### src/hw/rtl/tibp_pkg.sv
// Package for the tape image block parser.
// Holds the item and result types and the codes shared by all modules.
// No dependencies.
package tibp_pkg;

  typedef struct packed {
    logic       kind;
    logic [7:0] byte_value;
  } item_t;

  typedef struct packed {
    logic        result_kind;
    logic [15:0] write_addr;
    logic [7:0]  write_data;
    logic [1:0]  status;
    logic [15:0] load_start;
    logic [15:0] code_count;
  } result_t;

  typedef struct packed {
    logic    push;
    result_t data;
  } queue_wr_t;

  localparam logic KIND_BYTE = 1'b0;
  localparam logic KIND_END  = 1'b1;

  localparam logic RESULT_WRITE  = 1'b0;
  localparam logic RESULT_STATUS = 1'b1;

  localparam logic [1:0] ST_OK        = 2'd0;
  localparam logic [1:0] ST_TRUNCATED = 2'd1;
  localparam logic [1:0] ST_MALFORMED = 2'd2;
  localparam logic [1:0] ST_NO_CODE   = 2'd3;

  localparam logic [7:0]  FLAG_HEADER = 8'h00;
  localparam logic [7:0]  FLAG_DATA   = 8'hFF;
  localparam logic [7:0]  TYPE_CODE   = 8'd3;
  localparam logic [15:0] HEADER_LEN  = 16'd19;
  localparam logic [15:0] MIN_LEN     = 16'd2;
  localparam logic [4:0]  HDR_LAST    = 5'd17;
  localparam logic [4:0]  HDR_ADDR_LO = 5'd13;
  localparam logic [4:0]  HDR_ADDR_HI = 5'd14;
  localparam logic [15:0] COUNT_MAX   = 16'hFFFF;

endpackage

### src/hw/rtl/tibp_parser.sv
// Front part of the tape image block parser: block state machine.
// Classifies each accepted byte and produces write and status results.
// Depends on tibp_pkg.
module tibp_parser (
  input  logic                clk,
  input  logic                rst,
  input  logic                accept,
  input  tibp_pkg::item_t     item,
  input  logic                load_enable,
  output tibp_pkg::queue_wr_t wr
);
  import tibp_pkg::*;

  localparam logic [2:0] PH_LEN_LO   = 3'd0;
  localparam logic [2:0] PH_LEN_HI   = 3'd1;
  localparam logic [2:0] PH_FLAG     = 3'd2;
  localparam logic [2:0] PH_HEADER   = 3'd3;
  localparam logic [2:0] PH_PAYLOAD  = 3'd4;
  localparam logic [2:0] PH_CHECKSUM = 3'd5;
  localparam logic [2:0] PH_SKIP     = 3'd6;
  localparam logic [2:0] PH_HALT     = 3'd7;

  logic [2:0]  phase, phase_next;
  logic [7:0]  len_lo, len_lo_next;
  logic [15:0] block_length, block_length_next;
  logic [15:0] bytes_left, bytes_left_next;
  logic [4:0]  header_index, header_index_next;
  logic [7:0]  header_type, header_type_next;
  logic [15:0] pending_addr, pending_addr_next;
  logic        pending_code, pending_code_next;
  logic [15:0] write_addr, write_addr_next;
  logic [15:0] first_addr, first_addr_next;
  logic        first_known, first_known_next;
  logic [15:0] code_total, code_total_next;
  logic [1:0]  error_code, error_code_next;

  logic [15:0] new_length;
  logic [15:0] data_length;
  logic [1:0]  end_status;
  logic [7:0]  b;

  assign b           = item.byte_value;
  assign new_length  = {b, len_lo};
  assign data_length = block_length - MIN_LEN;

  always_comb begin
    if (error_code != ST_OK) begin
      end_status = error_code;
    end else if (phase != PH_LEN_LO) begin
      end_status = ST_TRUNCATED;
    end else if (load_enable && code_total == 16'd0) begin
      end_status = ST_NO_CODE;
    end else begin
      end_status = ST_OK;
    end
  end

  always_comb begin
    phase_next        = phase;
    len_lo_next       = len_lo;
    block_length_next = block_length;
    bytes_left_next   = bytes_left;
    header_index_next = header_index;
    header_type_next  = header_type;
    pending_addr_next = pending_addr;
    pending_code_next = pending_code;
    write_addr_next   = write_addr;
    first_addr_next   = first_addr;
    first_known_next  = first_known;
    code_total_next   = code_total;
    error_code_next   = error_code;
    wr                = '0;
    if (accept) begin
      if (item.kind == KIND_END) begin
        wr.push             = 1'b1;
        wr.data.result_kind = RESULT_STATUS;
        wr.data.status      = end_status;
        if (end_status == ST_OK) begin
          wr.data.load_start = first_known ? first_addr : 16'd0;
          wr.data.code_count = code_total;
        end
        phase_next        = PH_LEN_LO;
        len_lo_next       = '0;
        block_length_next = '0;
        bytes_left_next   = '0;
        header_index_next = '0;
        header_type_next  = '0;
        pending_addr_next = '0;
        pending_code_next = 1'b0;
        write_addr_next   = '0;
        first_addr_next   = '0;
        first_known_next  = 1'b0;
        code_total_next   = '0;
        error_code_next   = ST_OK;
      end else begin
        case (phase)
          PH_LEN_LO: begin
            len_lo_next = b;
            phase_next  = PH_LEN_HI;
          end
          PH_LEN_HI: begin
            block_length_next = new_length;
            if (new_length < MIN_LEN) begin
              error_code_next = ST_MALFORMED;
              phase_next      = PH_HALT;
            end else begin
              phase_next = PH_FLAG;
            end
          end
          PH_FLAG: begin
            if (b == FLAG_HEADER && block_length == HEADER_LEN) begin
              header_index_next = '0;
              phase_next        = PH_HEADER;
            end else if (b == FLAG_DATA) begin
              bytes_left_next = data_length;
              write_addr_next = pending_addr;
              if (pending_code && load_enable && !first_known) begin
                first_addr_next  = pending_addr;
                first_known_next = 1'b1;
              end
              phase_next = (data_length != 16'd0) ? PH_PAYLOAD : PH_CHECKSUM;
            end else begin
              bytes_left_next = block_length - 16'd1;
              phase_next      = PH_SKIP;
            end
          end
          PH_HEADER: begin
            if (header_index == 5'd0) begin
              header_type_next = b;
            end else if (header_index == HDR_ADDR_LO) begin
              pending_addr_next = {pending_addr[15:8], b};
            end else if (header_index == HDR_ADDR_HI) begin
              pending_addr_next = {b, pending_addr[7:0]};
            end
            if (header_index >= HDR_LAST) begin
              pending_code_next = (header_type == TYPE_CODE);
              header_index_next = '0;
              phase_next        = PH_LEN_LO;
            end else begin
              header_index_next = header_index + 5'd1;
            end
          end
          PH_PAYLOAD: begin
            write_addr_next = write_addr + 16'd1;
            bytes_left_next = bytes_left - 16'd1;
            if (bytes_left == 16'd1) begin
              phase_next = PH_CHECKSUM;
            end
            if (pending_code && load_enable) begin
              wr.push             = 1'b1;
              wr.data.result_kind = RESULT_WRITE;
              wr.data.write_addr  = write_addr;
              wr.data.write_data  = b;
            end
          end
          PH_CHECKSUM: begin
            if (pending_code && code_total != COUNT_MAX) begin
              code_total_next = code_total + 16'd1;
            end
            pending_code_next = 1'b0;
            phase_next        = PH_LEN_LO;
          end
          PH_SKIP: begin
            bytes_left_next = bytes_left - 16'd1;
            if (bytes_left == 16'd1) begin
              phase_next = PH_LEN_LO;
            end
          end
          default: begin
          end
        endcase
      end
    end
  end

  always_ff @(posedge clk) begin
    if (rst) begin
      phase        <= PH_LEN_LO;
      len_lo       <= '0;
      block_length <= '0;
      bytes_left   <= '0;
      header_index <= '0;
      header_type  <= '0;
      pending_addr <= '0;
      pending_code <= 1'b0;
      write_addr   <= '0;
      first_addr   <= '0;
      first_known  <= 1'b0;
      code_total   <= '0;
      error_code   <= ST_OK;
    end else begin
      phase        <= phase_next;
      len_lo       <= len_lo_next;
      block_length <= block_length_next;
      bytes_left   <= bytes_left_next;
      header_index <= header_index_next;
      header_type  <= header_type_next;
      pending_addr <= pending_addr_next;
      pending_code <= pending_code_next;
      write_addr   <= write_addr_next;
      first_addr   <= first_addr_next;
      first_known  <= first_known_next;
      code_total   <= code_total_next;
      error_code   <= error_code_next;
    end
  end

  a_error_halts: assert property (@(posedge clk) disable iff (rst)
    (error_code != ST_OK) |-> (phase == PH_HALT))
    else $error("error recorded outside the halt phase");

  a_header_index_range: assert property (@(posedge clk) disable iff (rst)
    header_index <= HDR_LAST)
    else $error("header index beyond the last header byte");

  a_end_clears: assert property (@(posedge clk) disable iff (rst)
    (accept && item.kind == KIND_END) |=>
      (phase == PH_LEN_LO && code_total == 16'd0 && !first_known))
    else $error("state not cleared after end of stream");

  a_write_only_payload: assert property (@(posedge clk) disable iff (rst)
    (wr.push && wr.data.result_kind == RESULT_WRITE) |->
      (phase == PH_PAYLOAD && load_enable && pending_code))
    else $error("memory write outside a loaded code payload");

endmodule

### src/hw/rtl/tibp_queue.sv
// Back part of the tape image block parser: result queue and output stage.
// Holds results until the receiver takes them. Depends on tibp_pkg.
module tibp_queue #(
  parameter int DEPTH = 4
) (
  input  logic                clk,
  input  logic                rst,
  input  tibp_pkg::queue_wr_t wr,
  output logic                full,
  output logic                valid,
  input  logic                stall,
  output tibp_pkg::result_t   data
);
  import tibp_pkg::*;

  localparam int PTR_W = (DEPTH > 1) ? $clog2(DEPTH) : 1;
  localparam int CNT_W = $clog2(DEPTH + 1);
  localparam logic [PTR_W-1:0] LAST_PTR = PTR_W'(DEPTH - 1);
  localparam logic [CNT_W-1:0] FULL_CNT = CNT_W'(DEPTH);

  result_t           mem [DEPTH];
  logic [PTR_W-1:0]  wr_ptr;
  logic [PTR_W-1:0]  rd_ptr;
  logic [CNT_W-1:0]  count;
  logic              pop;

  assign pop   = valid && !stall;
  assign valid = (count != '0);
  assign full  = (count == FULL_CNT);
  assign data  = mem[rd_ptr];

  always_ff @(posedge clk) begin
    if (wr.push) begin
      mem[wr_ptr] <= wr.data;
    end
  end

  always_ff @(posedge clk) begin
    if (rst) begin
      wr_ptr <= '0;
      rd_ptr <= '0;
      count  <= '0;
    end else begin
      if (wr.push) begin
        wr_ptr <= (wr_ptr == LAST_PTR) ? '0 : wr_ptr + PTR_W'(1);
      end
      if (pop) begin
        rd_ptr <= (rd_ptr == LAST_PTR) ? '0 : rd_ptr + PTR_W'(1);
      end
      case ({wr.push, pop})
        2'b10:   count <= count + CNT_W'(1);
        2'b01:   count <= count - CNT_W'(1);
        default: count <= count;
      endcase
    end
  end

  a_no_overflow: assert property (@(posedge clk) disable iff (rst)
    !(wr.push && full))
    else $error("push into a full result queue");

  a_count_range: assert property (@(posedge clk) disable iff (rst)
    count <= FULL_CNT)
    else $error("result queue count out of range");

  a_count_track: assert property (@(posedge clk) disable iff (rst)
    (wr.push && !pop) |=> (count == $past(count) + CNT_W'(1)))
    else $error("result queue count missed a push");

endmodule

### src/hw/rtl/tape_image_block_parser_top.sv
// Top level of the tape image block parser.
// Connects the parser front end to the result queue. Depends on tibp_pkg,
// tibp_parser and tibp_queue.
//
// The input channel carries one tape image byte or an end-of-stream mark per
// transfer (in_valid, in_stall, in_item). Each block is parsed as it streams
// by; payload bytes of a code block become memory write results while
// load_enable is set, and the end-of-stream mark yields one status result
// with the first load address and the code block count (when the status is
// OK), then clears the parser state. Other items produce no result.
// The block takes one byte per cycle while in_stall is low. A result is
// registered in the queue and shown on the output channel (out_valid,
// out_stall, out_item) once older results are taken. The result queue holds
// QUEUE_DEPTH results; when the receiver stalls, the queue fills and
// in_stall rises once it is full; the input then waits until a result is taken.
// The configuration channel (cfg_valid, cfg_ready, cfg_data) writes
// load_enable and is always ready. Reset clears the parser state, empties
// the queue and sets load_enable to 0.
module tape_image_block_parser_top #(
  parameter int QUEUE_DEPTH = 4
) (
  input  logic              clk,
  input  logic              rst,
  input  logic              in_valid,
  output logic              in_stall,
  input  tibp_pkg::item_t   in_item,
  output logic              out_valid,
  input  logic              out_stall,
  output tibp_pkg::result_t out_item,
  input  logic              cfg_valid,
  output logic              cfg_ready,
  input  logic              cfg_data
);
  import tibp_pkg::*;

  logic      load_enable;
  logic      queue_full;
  logic      in_accept;
  queue_wr_t wr;

  assign cfg_ready = 1'b1;
  assign in_stall  = queue_full;
  assign in_accept = in_valid && !queue_full;

  always_ff @(posedge clk) begin
    if (rst) begin
      load_enable <= 1'b0;
    end else if (cfg_valid && cfg_ready) begin
      load_enable <= cfg_data;
    end
  end

  tibp_parser u_parser (
    .clk         (clk),
    .rst         (rst),
    .accept      (in_accept),
    .item        (in_item),
    .load_enable (load_enable),
    .wr          (wr)
  );

  tibp_queue #(
    .DEPTH (QUEUE_DEPTH)
  ) u_queue (
    .clk   (clk),
    .rst   (rst),
    .wr    (wr),
    .full  (queue_full),
    .valid (out_valid),
    .stall (out_stall),
    .data  (out_item)
  );

endmodule
### config.mk
export PLATFORM = sky130hd
export DESIGN_NAME = tape_image_block_parser_top
export DESIGN_NICKNAME = d
export VERILOG_FILES = /design/src/hw/rtl/tibp_pkg.sv /design/src/hw/rtl/tibp_parser.sv /design/src/hw/rtl/tibp_queue.sv /design/src/hw/rtl/tape_image_block_parser_top.sv
export SDC_FILE = /design/constraint.sdc
export NUM_CORES = 1
export LEC_CHECK = 0
export ABC_CLOCK_PERIOD_IN_PS = 3700
export CORE_MARGIN = 3
export CORE_UTILIZATION = 35
export CTS_CLUSTER_SIZE = 8
export DETAILED_ROUTE_END_ITERATION = 7
export DONT_BUFFER_PORTS = 1
export HOLD_SLACK_MARGIN = 0.06
export MAX_ROUTING_LAYER = met4
export SLEW_MARGIN = 20
export SYNTH_ARGS = -nofsm -noshare
export SYNTH_HDL_FRONTEND = slang
export SYNTH_HIERARCHICAL = 1
export SYNTH_SLANG_ARGS = --single-unit
### constraint.sdc
create_clock -name clk -period 3.7 [get_ports clk]
set_input_delay 0.37 -clock clk [delete_from_list [all_inputs] [get_ports clk]]
set_output_delay 0.37 -clock clk [all_outputs]
set_load 0.03 [all_outputs]
* Yosys cells after proc, flatten, opt, wreduce, memory -nomap -nowiden
Memory sizes are Yosys's and may differ from the RTL's. A register that Yosys moved wholly into a read port is not among the register bits.
Cells that the tools add are included.
** Word-level totals
- Register bits :: 132
- Bits in writable memories :: 236
- Input bits :: 15
- Output and inout bits :: 62
- Word-level logic and storage cells :: 179
- Memories kept :: 1
** Cells by class
- Add/subtract/negate cells :: 10
- Magnitude comparators :: 2
- Equal/unequal tests :: 27
- Muxes and demuxes :: 70
- Reduce and logical (&&, ||, !) cells :: 51
** Memory list
- u_queue.mem :: depth 4, bits a word 59, rd ports 1, clocked after memory_dff 1, write ports 1, RTL line tibp_queue.sv:21 : result_t mem [DEPTH];
** Operators with widths (number)
- $mux 16 :: 22
- $pmux 16 s2 :: 2
- $mux 60 :: 1
- $mux 26 :: 2
- $mux 8 :: 5
- $mux 34 :: 1
- $add 16x1->16 const B :: 2
- $mux 32 :: 1
- $sub 16x1->16 const B :: 2
- $reduce_bool 2->1 :: 14
- $mux 24 :: 1
- $mux 2 :: 11
- $mux 3 :: 7
- $pmux 3 s7 :: 1
- $reduce_and 3->1 :: 6
- $reduce_bool 3->1 :: 6
- $eq 16x1->1 const B :: 1
- $eq 16x5->1 const B :: 1
- $logic_not 16->1 :: 1
- $lt 16x2->1 const B :: 1
- $ne 16x16->1 const B :: 1
- $reduce_bool 16->1 :: 1
- $sub 16x2->16 const B :: 1
- $mux 5 :: 3
- 31 further kinds :: 66

* Logic depth before layout (Yosys ltp)
Gate-level depths: netlist of run 1.
- Depth in word-level cells :: 11
- Depth in mapped cells :: 14
- Depth with buffers taken out :: 12

* Hierarchy
Netlist of run 1, hierarchy kept.
** By module, submodules not included
- tibp_queue :: times used 1, cells an instance 359, area an instance 8983.6 sq um, sequential area each 7267.0 sq um
- tibp_parser :: times used 1, cells an instance 927, area an instance 7045.5 sq um, sequential area each 2462.4 sq um
- tape_image_block_parser_top :: times used 1, cells an instance 6, area an instance 51.3 sq um, sequential area each 20.0 sq um

* Least setup slack after synthesis of run 1
Ideal clock, no wire load.
- Kind :: register -> register
- From :: reg u_queue.count[0]
- To :: mem u_queue/mem[0][0] (netlist bit) (enable)
- Setup time :: 0.423 ns
- Arrival :: 3.351 ns
- Data required time :: 3.277 ns
- Path slack :: -0.074 ns
- Cell stages (with the launch flop) :: 9
- Buffers on the path :: 2
- Clock period less this slack :: 3.774 ns
- Cell sequence :: dfxtp_1 -> inv_1 -> and3_1 -> nor2b_1 -> clkbuf_1 -> nand4_1 -> clkbuf_1 -> nand2_1 -> and2_1
** RTL lines
- start, declared :: RTL line tibp_queue.sv:24 : logic [CNT_W-1:0] count;
- start signal, assigned :: RTL line tibp_queue.sv:51 : 2'b10: count <= count + CNT_W'(1);
- start signal, assigned :: RTL line tibp_queue.sv:52 : 2'b01: count <= count - CNT_W'(1);
- start signal, assigned :: RTL line tibp_queue.sv:53 : default: count <= count;
- end, declared :: RTL line tibp_queue.sv:21

==> run metrics, run 1 <==
Final Max Tran Viols 0; worst-margin pin slew 1.111 ns; post-synthesis sequential area ratio 60.63%; delay-heaviest family, CP simple AND/OR/NAND/NOR gates; Switch Pwr 2942 uW; Clock Skew 0.02830 ns; Mapped Area 16080 um2; Die X-Extent 220.3 um; setup violators final 0; PwrDens 578.2 nW/um2; clock sinks 369; # Max-Cap Violations 0; CTS root buf clkbuf_16; hold path start rst; routed wire length 38010 um; total CTS buffers 52; first-pass GRT wire length 59950 um; Worst R2R Path Depth 12; Max FO, Critical Path 16; first-pass iteration count of the detailed router 5; Main synth FF type edfxtp_1; ANT cells 0; Post-synth EDFFs 236; Bufs on Longest Clock Path 3; Worst Hold End u_parser/write_addr[8]; status finished, final reports clean; Logic pwr share 15.1%; worst flop-to-flop path endpoint u_queue/count[2]; DR vias 10530; Tmin final 3.189 ns; CTS tree built; largest net degree at the start of global routing 107; area of the multi-input gates 5863 um2; worst r2r src u_parser/phase[0]; die area 48550 um2; gr ovfl total 0; Fillers 4142; Iter 0 DRT Violations 948; Layout area overhead 14.41%; Post-CTS Setup Bufs 0; Clock Pin Slew Worst Setup and Hold Paths 0.06 ns; max_slew headroom 25.42%; H-tree Lvls 2; core area 44800 um2; DP HPWL 23620 um; Hold Path Depth 2; most used cell, CP inv_1; DIE HEIGHT 220.3 um; Yosys top cell by area edfxtp_1; share of the synthesized area in the top cell type 44.07%; starting density of the core 35.89%; unrepaired setup endpoints after global routing no; Final Hold Vio Count 0; sw frac 27.65%; r2r setup slk 0.51 ns; Total GRT Usage 16.29%; DRT antenna net count 0; CP required 4.20 ns; max incr delay on CP 0.58 ns; placed cell areas 16690 um2; Flop pwr share 43.5%; fin area 18400 um2; commonest cells in the netlist edfxtp_1, dfxtp_1, nor2_1; count of different cell masters after synthesis 76; pre-CTS setup slack 0.5863 ns; leakage 0.006088 uW; gpl congestion 0.8875; arrival time worst endpoint 3.69 ns; nets 1339; Synth Area per Inst 12.45 um2; worst hold path type input port to flop; FF/Latch Area 9754 um2; port bufs 0; worst path bufs/invs 4; Syn Inst Count 1292; Async SR Flop Fraction 0%; vias per cell 5.444; max frequency 0.3136 GHz; critical path, cell by cell clkinv_1 > and2_1 > nand4_1 > buf_4 > nand2_1 > inv_1 > ha_1 > inv_1 > fa_1 > xor2_1 > or3_1 > a21oi_1; Clock power frac 41.4%; crit start category flop; # DRC 0; antenna violations before repair 0; row count 77; synth top area cells edfxtp_1, dfxtp_1, mux4_2; Synth Warn # 6; routed len/inst 19.64 um; Int Pwr 7696 uW; CP max stage cell dfxtp_1; num ports 77; Pwr Total 10640 uW; post-route clock period utilization 86.19%; critical path class flop to flop; fin worst setup slack 0.5110 ns; most common cell in the synthesized netlist edfxtp_1; VDD IR max 348.7 uV; Worst-Skew Late Latency 0.59 ns; Crit. End Element flop; vias in the first global route 10470; layout cells sized above 1 11.99%; Mapped Nets 1327; number of synthesized register bits 369; TNS Setup 0 ns
==> repair_timing <==
item / in CTS / in global routing
endpoints found under the hold margin: 130 / 0
hold buffers: 14 / 0
endpoints found under the setup margin: 0 / 0
resized for setup: 0 / 0
==> power by group through the flow <==
stage	sequential, uW	combinational [uW]	clock [uW]
CTS	4630	1640	4530
floorplan	4610	1450	0
global placement	4700	1590	0
detailed placement	4710	1600	0
finish	4630	1610	4400
global route	4650	1730	4700
==> cell families after synthesis <==
| logic type | share of synthesized area (%) |
|---|---|
| compound gates | 8.365 |
| xor+xnor | 2.070 |
| fa+ha+maj | 1.603 |
| buf+inv | 2.957 |
| flops | 60.63 |
| mux | 8.575 |
| other cells | 0.02332 |
| simple gates | 15.78 |
==> through the flow <==
stage / hold WS, ns / utilization [%] / instances
finish: 0.09800 / 41.07 / 1935
global route: 0.08733 / 41.07 / 1935
CTS: 0.06193 / 41.07 / 1935
detailed placement: 0.4435 / 37.26 / 1828
global placement: 0.4386 / 37.26 / 1828
floorplan: 0.4229 / - / 1292
==> metal layers <==
metal	vias up	part of all wire (%)	GRT usage [%]
li1	4925	-	-
met1	5263	45	21.35
met2	278	48	25.76
met3	68	5.3	3.007
met4	0	2.4	5.302
met5	-	0	-
==> worst max-delay path by stage <==
| stage | startpoint | to | slack, ns | depth (start not counted) |
|---|---|---|---|---|
| 2_1_floorplan | u_queue/count[0] | u_queue/mem[3][0] | 0.56 | 8 |
| 3_3_place_gp | u_parser/phase[0] | u_queue/count[2] | 0.65 | 12 |
| 3_5_place_dp | u_parser/phase[0] | u_queue/count[2] | 0.59 | 12 |
| 4_1_cts | u_parser/phase[0] | u_queue/count[2] | 0.54 | 12 |
| 5_1_grt | u_parser/phase[0] | u_queue/count[2] | 0.25 | 12 |
| 6_report | u_parser/phase[0] | u_queue/count[2] | 0.51 | 12 |
==> layout make-up <==
type | instances | share of cell area (%)
Clock inverter | 4 | 0.4761
Sequential cell | 369 | 53.02
Tap cell | 592 | 4.026
Inverter | 33 | 0.6733
Timing Repair Buffer | 32 | 2.054
Clock buffer | 89 | 7.882
Multi-Input combinational cell | 816 | 31.87
==> state kept, by name, indices dropped and copies added (netlist names), named ones only <==
signal,cells
u_parser/block_length,16
u_queue/wr_ptr,2
u_queue/count,3
load_enable,1
u_parser/first_addr,16
u_parser/write_addr,16
u_queue/mem,236
u_parser/first_known,1
u_queue/rd_ptr,2
u_parser/pending_addr,16
u_parser/code_total,16
u_parser/error_code,1
u_parser/header_index,5
u_parser/pending_code,1
u_parser/len_lo,8
u_parser/bytes_left,16
u_parser/header_type,8
u_parser/phase,3
==> layout by cell type (no fill, tap or decap), types with 16 or more instances in the layout <==
cell type | Yosys | final
edfxtp_1 | 236 | 236
nor2_1 | 131 | 131
dfxtp_1 | 133 | 131
a21oi_1 | 92 | 92
nand2_1 | 62 | 62
mux4_2 | 59 | 59
clkbuf_16 | 0 | 52
nor3_1 | 52 | 52
clkbuf_1 | 55 | 36
o21ai_0 | 35 | 35
inv_1 | 32 | 32
nand3_1 | 30 | 30
xnor2_1 | 27 | 27
and2_1 | 30 | 26
and3_1 | 23 | 23
nand2b_1 | 19 | 19
nor4_1 | 19 | 19
ha_1 | 19 | 19
a22oi_1 | 18 | 18
nand4b_1 | 16 | 16
No activity file was read; power rests on OpenSTA's default activity.
==> run 2, diff against run 1 <==
--- a/config.mk
+++ b/config.mk
@@ -13,8 +13,10 @@
 export DONT_BUFFER_PORTS = 1
 export HOLD_SLACK_MARGIN = 0.06
 export MAX_ROUTING_LAYER = met4
+export RECOVER_POWER = 100
 export SLEW_MARGIN = 20
 export SYNTH_ARGS = -nofsm -noshare
 export SYNTH_HDL_FRONTEND = slang
 export SYNTH_HIERARCHICAL = 1
 export SYNTH_SLANG_ARGS = --single-unit
+export TNS_END_PERCENT = 100
==> run metrics, run 2 (synthesis gave the netlist of run 1 again) <==
max_slew headroom -22.43% (-48 points); DP HPWL 23620 um (unchanged); fin area 18340 um2 (-0.31%); Die X-Extent 220.3 um (unchanged); delay-heaviest family, CP buffers and inverters; post-route clock period utilization 87.83% (+1.6 points); CP required 3.33 ns (-0.87 ns); Clock Pin Slew Worst Setup and Hold Paths 0.05 ns (about the same); unrepaired setup endpoints after global routing no; FF/Latch Area 9753 um2 (about the same); row count 77 (unchanged); layout cells sized above 1 11.17% (-0.82 points); core area 44800 um2 (unchanged); # Max-Cap Violations 2 (+2); # DRC 0 (unchanged); arrival time worst endpoint 2.88 ns (-0.81 ns); gpl congestion 0.8875 (unchanged); die area 48550 um2 (unchanged); Bufs on Longest Clock Path 3 (unchanged); critical path, cell by cell clkbuf_2 > mux4_2; total CTS buffers 52 (unchanged); crit start category flop; Final Max Tran Viols 60 (+60); worst-margin pin slew 1.836 ns (+0.7251 ns); CTS root buf clkbuf_16; num ports 77 (unchanged); PwrDens 579.4 nW/um2 (+0.21%); gr ovfl total 0 (unchanged); largest net degree at the start of global routing 107 (unchanged); Clock Skew 0.02551 ns (-0.002788 ns); Post-CTS Setup Bufs 0 (unchanged); routed wire length 38010 um (about the same); VDD IR max 349.2 uV (+0.14%); CTS resizes 0 (unchanged); CP max stage cell clkbuf_2; worst hold path type input port to flop; most common cell after layout, fill and taps aside edfxtp_1; Top reg by flops u_queue/mem; Final Hold Vio Count 0 (unchanged); Core Util, Final 40.94% (-0.13 points); routed len/inst 19.64 um (about the same); starting density of the core 35.89% (unchanged); Iter 0 DRT Violations 896 (-5.5%); CTS tree built; nets 1339 (unchanged); antenna violations before repair 0 (unchanged); DR vias 10540 (+0.038%); first-pass GRT wire length 59950 um (unchanged); Layout area overhead 14.05%; clock sinks 369 (unchanged); TNS Setup 0 ns (unchanged); setup violators final 0 (unchanged); DRT antenna net count 0 (unchanged); Total GRT Usage 16.29% (unchanged); DIE HEIGHT 220.3 um (unchanged); Worst-Skew Late Latency 0.59 ns (about the same); vias per cell 5.446 (about the same); failing checks capacitance limit, slew limit; Fillers 4155 (+0.31%); status finished, violations left; worst path bufs/invs 1 (-3); first-pass iteration count of the detailed router 6 (+1); port bufs 0 (unchanged); area of the multi-input gates 5843 um2 (-0.34%); placed cell areas 16690 um2 (unchanged); max frequency 0.3077 GHz (-1.9%); Crit. End Element output port; critical path class flop to output port; H-tree Lvls 2 (unchanged); max incr delay on CP 1.28 ns (+0.70 ns); ANT cells 0 (unchanged); Max FO, Critical Path 59 (+43); most frequent cells in the layout edfxtp_1, nor2_1, dfxtp_1, a21oi_1, nand2_1; max FFs per register 236 (unchanged); Tmin final 3.250 ns (+0.06068 ns); leakage 0.006034 uW (-0.90%); vias in the first global route 10470 (unchanged)
[run 2: cell types whose count changed in the layout (fill, tap and decap cells not counted), moves of 4 or more]
cell / delta
buf_4: -7
clkbuf_1: +5
o21ai_0: +4
and2_1: -23
o21ai_1: -4
and2_0: +24
[run 2: path summary, 6_finish.rpt]
| kind | startpoint | end | slack (ns) | cells after the start |
|---|---|---|---|---|
| setup / recovery | flop | out_item[23] | 0.45 | 2 |
| setup reg to reg | u_queue/count[0] | u_parser/pending_addr[9] | 0.46 | 11 |
| hold / removal | in_item[8] | u_parser/write_addr[5] | 0.1 | 3 |
| hold reg to reg | u_parser/first_addr[11] | u_parser/first_addr[11] | 0.45 | 2 |
[run 2: what timing repair did]
item | in CTS | in global routing
hold buffers | 14 | 0
setup endpoints to repair | 0 | 0
hold endpoints to repair | 130 | 0
[run 2: layout make-up]
class / count / share of cell area (%)
inverters: 33 / 0.6754
flip-flops and latches: 369 / 53.18
repair buffers: 32 / 1.862
clock buffers: 89 / 7.907
multi-input cells: 816 / 31.86
well taps: 592 / 4.039
clock inverters: 4 / 0.4776
[run 2: tightest hold or removal path: stages]
cell	delay [ns]
nor3_1	0.04
o21ai_0	0.12
o21ai_0	0.08
[run 2: metal layers]
metal	GRT usage (%)	vias to the layer above	share of wire (%)
met3	3.007	68	5.9
li1	-	4925	-
met2	25.76	304	48
met5	-	-	0
met1	21.35	5241	44
met4	5.302	0	2.5
[run 2: power by group]
part | leakage, uW | internal (uW) | total (uW) | switching, uW
Sequential | 0.00342 | 4490 | 4630 | 139
Combinational | 0.00189 | 550 | 1600 | 1050
Clock | 0.000723 | 2650 | 4400 | 1740
[run 2: per-stage QoR]
stage | total power [uW] | instances | setup WS, ns | hold slack, ns
after floorplan | 6056 | 1292 | 0.5579 | 0.4229
after global placement | 6291 | 1828 | 0.6488 | 0.4386
after detailed placement | 6307 | 1828 | 0.5863 | 0.4435
after CTS | 10810 | 1935 | 0.5384 | 0.06193
after global routing | 11070 | 1935 | 0.1947 | 0.08733
final | 10630 | 1935 | 0.4503 | 0.09903
